--- config.mk ---
export PLATFORM = sky130hd
export DESIGN_NAME = accel_gesture_detector_unit
export DESIGN_NICKNAME = d
export VERILOG_FILES = /design/src/design/agd_pkg.sv /design/src/design/accel_gesture_detector_unit.sv /design/src/design/agd_front.sv /design/src/design/agd_queue.sv /design/src/design/agd_back.sv
export SDC_FILE = /design/constraint.sdc
export NUM_CORES = 2
export LEC_CHECK = 0
export BUFFER_PORTS_ARGS = -buffer_cell sky130_fd_sc_hd__buf_2
export CAP_MARGIN = 20
export CORE_AREA = 2 2 379 381
export DETAILED_ROUTE_END_ITERATION = 16
export DIE_AREA = 0 0 381 383
export GPL_ROUTABILITY_DRIVEN = 0
export HOLD_SLACK_MARGIN = 0.15
export PLACE_DENSITY = 0.84
export RECOVER_POWER = 100
export SYNTH_ARGS = -nofsm -noshare
export SYNTH_HDL_FRONTEND = slang
export SYNTH_SLANG_ARGS = --single-unit
--- constraint.sdc ---
create_clock -name clk -period 11.2 [get_ports clk]
set_input_delay 1.12 -clock clk [delete_from_list [all_inputs] [get_ports clk]]
set_output_delay 1.12 -clock clk [all_outputs]
set_load 0.05 [all_outputs]
--- src/design/agd_pkg.sv ---
`default_nettype none
package agd_pkg;

  localparam int TIME_W    = 32;
  localparam int ACC_W     = 16;
  localparam int MAG_W     = ACC_W + 1;
  localparam int SQ_W      = 2 * ACC_W - 1;
  localparam int M2_W      = SQ_W + 1;
  localparam int TH_W      = 2 * ACC_W;
  localparam int CFG_W     = 16;
  localparam int FLAT_W    = 15;
  localparam int HITS_W    = 8;
  localparam int QDEPTH    = 4;
  localparam int Q_PTR_W   = $clog2(QDEPTH);
  localparam int Q_CNT_W   = $clog2(QDEPTH + 1);
  localparam int OUT_DEPTH = 2;
  localparam int O_PTR_W   = $clog2(OUT_DEPTH);
  localparam int O_CNT_W   = $clog2(OUT_DEPTH + 1);

  localparam logic [HITS_W-1:0] HITS_MAX    = '1;
  localparam logic [ACC_W-1:0]  BASELINE_RST = 16'sd4096;

  typedef enum logic [1:0] {
    GEST_DOWN  = 2'd0,
    GEST_UP    = 2'd1,
    GEST_SHAKE = 2'd2
  } gesture_t;

  typedef enum logic [2:0] {
    REG_REST_LO    = 3'd0,
    REG_REST_HI    = 3'd1,
    REG_FLAT_MIN   = 3'd2,
    REG_SHAKE_HI   = 3'd3,
    REG_SHAKE_LO   = 3'd4,
    REG_HITS       = 3'd5,
    REG_WINDOW     = 3'd6,
    REG_HOLDOFF    = 3'd7
  } cfg_idx_t;

  typedef struct packed {
    logic [15:0]       rest_mag_low;
    logic [15:0]       rest_mag_high;
    logic [FLAT_W-1:0] flat_min;
    logic [15:0]       shake_mag_high;
    logic [15:0]       shake_mag_low;
    logic [HITS_W-1:0] shake_hits_needed;
    logic [15:0]       shake_window_ms;
    logic [15:0]       event_holdoff_ms;
  } cfg_t;

  // Classified sample handed from the front end to the back end
  typedef struct packed {
    logic signed [ACC_W-1:0] z;
    logic [TIME_W-1:0]       now;
    logic                    rest;
    logic                    peak;
    logic                    flip_cand;
  } q_entry_t;

  typedef struct packed {
    logic full;
    logic valid;
  } q_stat_t;

endpackage
`default_nettype wire

--- src/design/accel_gesture_detector_unit.sv ---
// Path: an accepted item is registered in the front-end stage, then in the queue, and its result in the result queue.
// Throughput: one item per cycle while full is low; the back end updates all detector state as it takes an item.
// A four-entry queue between front and back and a two-entry result queue absorb stalls.
// Reset (rst, synchronous): queues empty, registers at defaults, baseline unset,
// peak count, window start and last event time cleared.
`default_nettype none
module accel_gesture_detector_unit (
  input  logic                  clk,
  input  logic                  rst,
  input  logic                  push,
  output logic                  full,
  input  logic signed [15:0]    accel_x,
  input  logic signed [15:0]    accel_y,
  input  logic signed [15:0]    accel_z,
  input  logic [31:0]           time_ms,
  output logic                  empty,
  input  logic                  pop,
  output logic [1:0]            gesture,
  input  logic                  cfg_valid,
  output logic                  cfg_ready,
  input  agd_pkg::cfg_idx_t     cfg_index,
  input  logic [15:0]           cfg_data
);
  import agd_pkg::*;

  cfg_t     cfg;
  q_stat_t  q_stat;
  q_entry_t q_wdata, q_head;
  logic     q_push, q_pop;

  // Registers are always writable; the user writes them only while idle
  assign cfg_ready = 1'b1;

  always_ff @(posedge clk) begin
    if (rst) begin
      cfg.rest_mag_low      <= 16'd2867;
      cfg.rest_mag_high     <= 16'd5325;
      cfg.flat_min          <= 15'd2457;
      cfg.shake_mag_high    <= 16'd7782;
      cfg.shake_mag_low     <= 16'd410;
      cfg.shake_hits_needed <= 8'd3;
      cfg.shake_window_ms   <= 16'd1500;
      cfg.event_holdoff_ms  <= 16'd2000;
    end else if (cfg_valid && cfg_ready) begin
      case (cfg_index)
        REG_REST_LO:  begin cfg.rest_mag_low      <= cfg_data; end
        REG_REST_HI:  begin cfg.rest_mag_high     <= cfg_data; end
        REG_FLAT_MIN: begin cfg.flat_min          <= cfg_data[FLAT_W-1:0]; end
        REG_SHAKE_HI: begin cfg.shake_mag_high    <= cfg_data; end
        REG_SHAKE_LO: begin cfg.shake_mag_low     <= cfg_data; end
        REG_HITS:     begin cfg.shake_hits_needed <= cfg_data[HITS_W-1:0]; end
        REG_WINDOW:   begin cfg.shake_window_ms   <= cfg_data; end
        REG_HOLDOFF:  begin cfg.event_holdoff_ms  <= cfg_data; end
        default:      begin cfg.rest_mag_low      <= cfg.rest_mag_low; end
      endcase
    end
  end

  // Front end: magnitudes, squares, flip candidate and band classification of each item
  agd_front u_front (
    .clk     (clk),
    .rst     (rst),
    .push    (push),
    .full    (full),
    .accel_x (accel_x),
    .accel_y (accel_y),
    .accel_z (accel_z),
    .time_ms (time_ms),
    .cfg     (cfg),
    .q_stat  (q_stat),
    .q_push  (q_push),
    .q_data  (q_wdata)
  );

  // Decoupling queue of classified items
  agd_queue u_queue (
    .clk   (clk),
    .rst   (rst),
    .push  (q_push),
    .wdata (q_wdata),
    .pop   (q_pop),
    .head  (q_head),
    .stat  (q_stat)
  );

  // Back end: baseline, flip, shake counting, holdoff and result queue
  agd_back u_back (
    .clk     (clk),
    .rst     (rst),
    .cfg     (cfg),
    .q_stat  (q_stat),
    .q_head  (q_head),
    .q_pop   (q_pop),
    .empty   (empty),
    .pop     (pop),
    .gesture (gesture)
  );

endmodule
`default_nettype wire

--- src/design/agd_front.sv ---
`default_nettype none
module agd_front (
  input  logic                           clk,
  input  logic                           rst,
  input  logic                           push,
  output logic                           full,
  input  logic signed [15:0]             accel_x,
  input  logic signed [15:0]             accel_y,
  input  logic signed [15:0]             accel_z,
  input  logic [31:0]                    time_ms,
  input  agd_pkg::cfg_t                  cfg,
  input  agd_pkg::q_stat_t               q_stat,
  output logic                           q_push,
  output agd_pkg::q_entry_t              q_data
);
  import agd_pkg::*;

  logic                    f1_valid;
  logic [SQ_W-1:0]         f1_sq_x, f1_sq_y, f1_sq_z;
  logic signed [ACC_W-1:0] f1_z;
  logic [TIME_W-1:0]       f1_time;
  logic                    f1_flip_cand;

  logic [TH_W-1:0] th_rest_lo, th_rest_hi, th_shake_hi, th_shake_lo;

  logic [MAG_W-1:0]   ax, ay, az;
  logic [2*MAG_W-1:0] px, py, pz;
  logic [M2_W-1:0]    m2;
  logic               load;

  // Magnitudes of the signed axes, one bit wider to hold full scale
  assign ax = accel_x[ACC_W-1] ? (MAG_W'(0) - {accel_x[ACC_W-1], accel_x}) : {1'b0, accel_x};
  assign ay = accel_y[ACC_W-1] ? (MAG_W'(0) - {accel_y[ACC_W-1], accel_y}) : {1'b0, accel_y};
  assign az = accel_z[ACC_W-1] ? (MAG_W'(0) - {accel_z[ACC_W-1], accel_z}) : {1'b0, accel_z};

  assign px = (2*MAG_W)'(ax) * (2*MAG_W)'(ax);
  assign py = (2*MAG_W)'(ay) * (2*MAG_W)'(ay);
  assign pz = (2*MAG_W)'(az) * (2*MAG_W)'(az);

  assign full   = f1_valid & q_stat.full;
  assign load   = push & ~full;
  assign q_push = f1_valid & ~q_stat.full;

  always_ff @(posedge clk) begin
    if (rst) begin
      f1_valid <= 1'b0;
    end else if (load) begin
      f1_valid <= 1'b1;
    end else if (q_push) begin
      f1_valid <= 1'b0;
    end
  end

  always_ff @(posedge clk) begin
    if (load) begin
      f1_sq_x      <= px[SQ_W-1:0];
      f1_sq_y      <= py[SQ_W-1:0];
      f1_sq_z      <= pz[SQ_W-1:0];
      f1_z         <= accel_z;
      f1_time      <= time_ms[TIME_W-1:0];
      f1_flip_cand <= (az > MAG_W'(cfg.flat_min)) && (az > ax) && (az > ay);
    end
  end

  // Squared band limits, refreshed from configuration every cycle
  always_ff @(posedge clk) begin
    th_rest_lo  <= TH_W'(cfg.rest_mag_low)   * TH_W'(cfg.rest_mag_low);
    th_rest_hi  <= TH_W'(cfg.rest_mag_high)  * TH_W'(cfg.rest_mag_high);
    th_shake_hi <= TH_W'(cfg.shake_mag_high) * TH_W'(cfg.shake_mag_high);
    th_shake_lo <= TH_W'(cfg.shake_mag_low)  * TH_W'(cfg.shake_mag_low);
  end

  assign m2 = M2_W'(f1_sq_x) + M2_W'(f1_sq_y) + M2_W'(f1_sq_z);

  always_comb begin
    q_data.z         = f1_z;
    q_data.now       = f1_time;
    q_data.rest      = (m2 > M2_W'(th_rest_lo)) && (m2 < M2_W'(th_rest_hi));
    q_data.peak      = (m2 > M2_W'(th_shake_hi)) || (m2 < M2_W'(th_shake_lo));
    q_data.flip_cand = f1_flip_cand;
  end

endmodule
`default_nettype wire

--- src/design/agd_queue.sv ---
`default_nettype none
module agd_queue (
  input  logic              clk,
  input  logic              rst,
  input  logic              push,
  input  agd_pkg::q_entry_t wdata,
  input  logic              pop,
  output agd_pkg::q_entry_t head,
  output agd_pkg::q_stat_t  stat
);
  import agd_pkg::*;

  q_entry_t           mem [QDEPTH];
  logic [Q_PTR_W-1:0] wr_ptr, rd_ptr;
  logic [Q_CNT_W-1:0] count;
  logic               do_push, do_pop;

  assign stat.full  = (count == Q_CNT_W'(QDEPTH));
  assign stat.valid = (count != '0);
  assign do_push    = push & ~stat.full;
  assign do_pop     = pop & stat.valid;
  assign head       = mem[rd_ptr];

  always_ff @(posedge clk) begin
    if (rst) begin
      wr_ptr <= '0;
      rd_ptr <= '0;
      count  <= '0;
    end else begin
      if (do_push) begin
        wr_ptr <= wr_ptr + 1'b1;
      end
      if (do_pop) begin
        rd_ptr <= rd_ptr + 1'b1;
      end
      if (do_push && !do_pop) begin
        count <= count + 1'b1;
      end else if (do_pop && !do_push) begin
        count <= count - 1'b1;
      end
    end
  end

  always_ff @(posedge clk) begin
    if (do_push) begin
      mem[wr_ptr] <= wdata;
    end
  end

  a_no_overfill: assert property (@(posedge clk) disable iff (rst)
    (stat.full && !do_pop) |=> stat.full)
    else $error("queue lost its fill while stalled");

endmodule
`default_nettype wire

--- src/design/agd_back.sv ---
`default_nettype none
module agd_back (
  input  logic              clk,
  input  logic              rst,
  input  agd_pkg::cfg_t     cfg,
  input  agd_pkg::q_stat_t  q_stat,
  input  agd_pkg::q_entry_t q_head,
  output logic              q_pop,
  output logic              empty,
  input  logic              pop,
  output logic [1:0]        gesture
);
  import agd_pkg::*;

  logic signed [ACC_W-1:0] baseline_z, baseline_z_next;
  logic                    baseline_valid, baseline_valid_next;
  logic [HITS_W-1:0]       peak_count, peak_count_next;
  logic [TIME_W-1:0]       window_start, window_start_next;
  logic [TIME_W-1:0]       last_event_time, last_event_time_next;

  gesture_t           out_mem [OUT_DEPTH];
  logic [O_PTR_W-1:0] o_wr, o_rd;
  logic [O_CNT_W-1:0] o_count;

  logic              take, opposite, flip, shake, holdoff_ok, res_valid, o_pop;
  logic [TIME_W-1:0] el_last, el_window;
  gesture_t          res_code;

  assign take  = q_stat.valid && (o_count < O_CNT_W'(OUT_DEPTH));
  assign q_pop = take;

  assign el_last    = q_head.now - last_event_time;
  assign el_window  = q_head.now - window_start;
  assign holdoff_ok = el_last > TIME_W'(cfg.event_holdoff_ms);

  always_comb begin
    baseline_z_next      = baseline_z;
    baseline_valid_next  = baseline_valid;
    peak_count_next      = peak_count;
    window_start_next    = window_start;
    last_event_time_next = last_event_time;
    res_code             = GEST_SHAKE;

    if (!baseline_valid && q_head.rest) begin
      baseline_z_next     = q_head.z;
      baseline_valid_next = 1'b1;
    end

    opposite = (q_head.z < 0 && baseline_z_next > 0) || (q_head.z > 0 && baseline_z_next < 0);
    flip     = baseline_valid_next && q_head.flip_cand && opposite && holdoff_ok;
    if (flip) begin
      last_event_time_next = q_head.now;
      res_code             = (q_head.z < 0) ? GEST_DOWN : GEST_UP;
    end

    if (q_head.peak) begin
      if (window_start == '0) begin
        window_start_next = q_head.now;
      end
      if (peak_count != HITS_MAX) begin
        peak_count_next = peak_count + 1'b1;
      end
    end else if (el_window > TIME_W'(cfg.shake_window_ms)) begin
      peak_count_next   = '0;
      window_start_next = '0;
    end

    // A flip in the same sample blocks a shake
    shake = (peak_count_next >= cfg.shake_hits_needed) && holdoff_ok && !flip;
    if (shake) begin
      peak_count_next      = '0;
      window_start_next    = '0;
      last_event_time_next = q_head.now;
      res_code             = GEST_SHAKE;
    end

    res_valid = flip || shake;
  end

  always_ff @(posedge clk) begin
    if (rst) begin
      baseline_z      <= BASELINE_RST;
      baseline_valid  <= 1'b0;
      peak_count      <= '0;
      window_start    <= '0;
      last_event_time <= '0;
    end else if (take) begin
      baseline_z      <= baseline_z_next;
      baseline_valid  <= baseline_valid_next;
      peak_count      <= peak_count_next;
      window_start    <= window_start_next;
      last_event_time <= last_event_time_next;
    end
  end

  // Result queue
  assign empty   = (o_count == '0);
  assign o_pop   = pop & ~empty;
  assign gesture = out_mem[o_rd];

  always_ff @(posedge clk) begin
    if (rst) begin
      o_wr    <= '0;
      o_rd    <= '0;
      o_count <= '0;
    end else begin
      if (take && res_valid) begin
        o_wr <= o_wr + 1'b1;
      end
      if (o_pop) begin
        o_rd <= o_rd + 1'b1;
      end
      if ((take && res_valid) && !o_pop) begin
        o_count <= o_count + 1'b1;
      end else if (o_pop && !(take && res_valid)) begin
        o_count <= o_count - 1'b1;
      end
    end
  end

  always_ff @(posedge clk) begin
    if (take && res_valid) begin
      out_mem[o_wr] <= res_code;
    end
  end

  a_shake_clears: assert property (@(posedge clk) disable iff (rst)
    (take && shake) |=> (peak_count == '0 && window_start == '0))
    else $error("shake did not clear the peak counter");

  a_flip_needs_base: assert property (@(posedge clk) disable iff (rst)
    (take && flip) |=> (baseline_valid && last_event_time == $past(q_head.now)))
    else $error("flip without baseline or event time not taken");

  a_out_bound: assert property (@(posedge clk) disable iff (rst)
    (o_count == O_CNT_W'(OUT_DEPTH) && !o_pop) |=> !$past(take))
    else $error("item taken while result queue full");

endmodule
`default_nettype wire
==> impl_metrics.env <==
export IMPL_status="complete, but fails checks"
export IMPL_violations="capacitance limit, slew limit"
export IMPL_whs_path_depth=2
export IMPL_clock_latency_ns=0.67
export IMPL_fmax_mhz=99.6
export IMPL_clock_sinks=693
export IMPL_post_drt_wl_per_cell_um=19.4
export IMPL_synth_cell_type_count=90
export IMPL_numCtsBuffers=73
export IMPL_drive_gt1_frac=0.0417
export IMPL_cts_hold_buf=0
export IMPL_setup_worst_path_end_class="flop"
export IMPL_hold_start="cfg[5]"
export IMPL_die_h_um=383
export IMPL_synth_cell_area_um2=84800
export IMPL_area_delta_synth_final_pct=6.55
export IMPL_floorplan_die_area_um2=146000
export IMPL_cp_common_cell="fa_1"
export IMPL_finalWorstSetupSlack_ns=1.16
export IMPL_grt_usage=0.295
export IMPL_layout_commonest_cell="inv_1"
export IMPL_clk_pin_slew_ns=0.06
export IMPL_vias_per_cell=5.70
export IMPL_cpMaxStageDelayCell="clkbuf_1"
export IMPL_htreeDepth=3
export IMPL_die_w_um=381
export IMPL_tns_ns=0
export IMPL_relSlewSlack=-2.12
export IMPL_post_cts_buffers=0
export IMPL_fillCellCount=10700
export IMPL_finalNetCount=11300
export IMPL_ys_seq_elements=693
export IMPL_criticalPathCategory="input port to flop"
export IMPL_placed_area_um2=87900
export IMPL_io_pins=109
export IMPL_grt_pass1_vias=67100
export IMPL_finClkSkew_ns=0.0431
export IMPL_grt_setup_unrepaired="false"
export IMPL_cts_resized=0
export IMPL_slew_viol_final=529
export IMPL_critPathArrivalTime_ns=10.44
export IMPL_antenna_found_initial=6
export IMPL_synth_cells=8766
export IMPL_hp_class="flop to flop"
export IMPL_start_util=0.596
export IMPL_cts_root_buf="clkbuf_16"
export IMPL_drc=0
export IMPL_crit_fanout=15
export IMPL_synth_edf_count=346
export IMPL_final_cell_area_um2=90400
export IMPL_whs_endpoint="cfg[5]"
export IMPL_layout_common_cells="inv_1 (2074), fa_1 (1266), ha_1 (979)"
export IMPL_drv_cap=12
export IMPL_cts_tree="yes"
export IMPL_port_buffers=107
export IMPL_ys_seq_area_frac=0.204
export IMPL_antenna_left=0
export IMPL_r2r_end="u_back.window_start[3]"
export IMPL_first_pass_iters=6
export IMPL_vias=62200
export IMPL_drt_iter0_markers=4618
export IMPL_grt_max_degree=112
export IMPL_dp_slack_ns=1.41
export IMPL_period_needed_ns=10.04
export IMPL_hold_viol=0
export IMPL_critPathLaunchType="input port"
export IMPL_ys_warn_count=0
export IMPL_ys_async_sr_fraction=0
export IMPL_rrSetupSlack_ns=1.26
export IMPL_routed_wl_um=211000
export IMPL_clockBufferDepth=3
export IMPL_r2r_cells=32
export IMPL_post_route_period_util=0.896
export IMPL_avgSynthCellArea_um2=9.68
export IMPL_synth_flop_cell="dfxtp_1"
export IMPL_grt_pass1_wl_um=343000
export IMPL_grt_overflow=0
export IMPL_cp_slowest_stage_delay_ns=0.77
export IMPL_required_ns=11.60
export IMPL_final_setup_viol_count=0
export IMPL_hpwlAfterDp_um=165000
export IMPL_coreArea_um2=142000
export IMPL_core_rowCount=139
export IMPL_tightest_slew_ns=4.68
## critical path: cells and delay by family
kind                       cells  cell delay (ns)
and+or+nand+nor                3             0.72
AOI/OAI and AO/OA              8             1.94
xor gates and xnor gates       2             0.26
buffers and inverters          8             2.93
adders and majority gates      8             3.47
## layer usage
metal  GRT usage  wire [µm]
met1       0.355      77500
met4       0.152      12200
met5           0         70
met3      0.0451      16500
met2       0.513     105000
## metrics by stage
stage                     instances  utilization  hold slack, ns
after floorplan                8874            -           0.386
after global placement        10800        0.618           0.445
after detailed placement      10800        0.618           0.447
after CTS                     10900        0.636           0.455
after global routing          10900        0.635           0.470
final                         10900        0.635           0.453
## how the worst max path moves through the flow
stage               startpoint                     end  cells after the start
detailed placement  accel_x[0]     u_front.f1_sq_x[29]                     30
floorplan           accel_z[5]     u_front.f1_sq_z[29]                     26
global placement    accel_z[5]     u_front.f1_sq_z[29]                     30
finish              accel_z[0]     u_front.f1_sq_z[30]                     29
CTS                 accel_z[5]     u_front.f1_sq_z[27]                     30
global route              flop  u_back.window_start[3]                     32
## kinds of logic after synthesis
family,Yosys count,share of synthesized area
multiplexers,153,0.0257
buffers and inverters,2295,0.103
flip-flops,693,0.204
AND/OR/NAND/NOR,2024,0.111
other,2,0.0000885
XOR/XNOR,349,0.0361
AO/OA/AOI/OAI,1005,0.0768
adder cells (fa/ha/maj),2245,0.443
## cell type report
class,instances,area [µm²],area share
Antenna cell,3,7.51,0.0000831
Clock inverter,42,546,0.00604
Inverter,2097,7870,0.0871
Sequential cell,693,17300,0.192
Clock buffer,94,2040,0.0225
Tap cell,1903,2380,0.0263
Timing Repair Buffer,184,1010,0.0112
Multi-Input combinational cell,5886,59200,0.655
## synthesized netlist by cell type, drive strengths merged (172+ instances only)
library cell,count,share of area
nor2,497,0.022
clkbuf,181,0.0081
xnor2,244,0.025
edfxtp,346,0.12
fa,1266,0.30
nand2,789,0.035
inv,2079,0.092
dfxtp,347,0.082
o21ai,172,0.010
ha,979,0.14
and2,211,0.016
a21oi,348,0.021
## state kept, by name, indices dropped and copies added, names as in the netlist, 2 cells and up, named ones only
register,count
u_queue.count,3
u_front.th_rest_hi,31
u_back.peak_count,8
u_back.out_mem,4
u_back.o_count,2
u_queue.rd_ptr,2
cfg,119
u_back.window_start,32
u_front.th_rest_lo,31
u_back.baseline_z,16
u_front.f1_sq_z,29
u_front.f1_z,16
u_queue.wr_ptr,2
u_front.th_shake_lo,31
u_front.f1_time,32
u_front.th_shake_hi,31
u_queue.mem,204
u_front.f1_sq_x,30
u_front.f1_sq_y,30
u_back.last_event_time,32
Power is not shown: default switching activity piles up to over one toggle a cycle in this logic, so the estimate is an artifact.
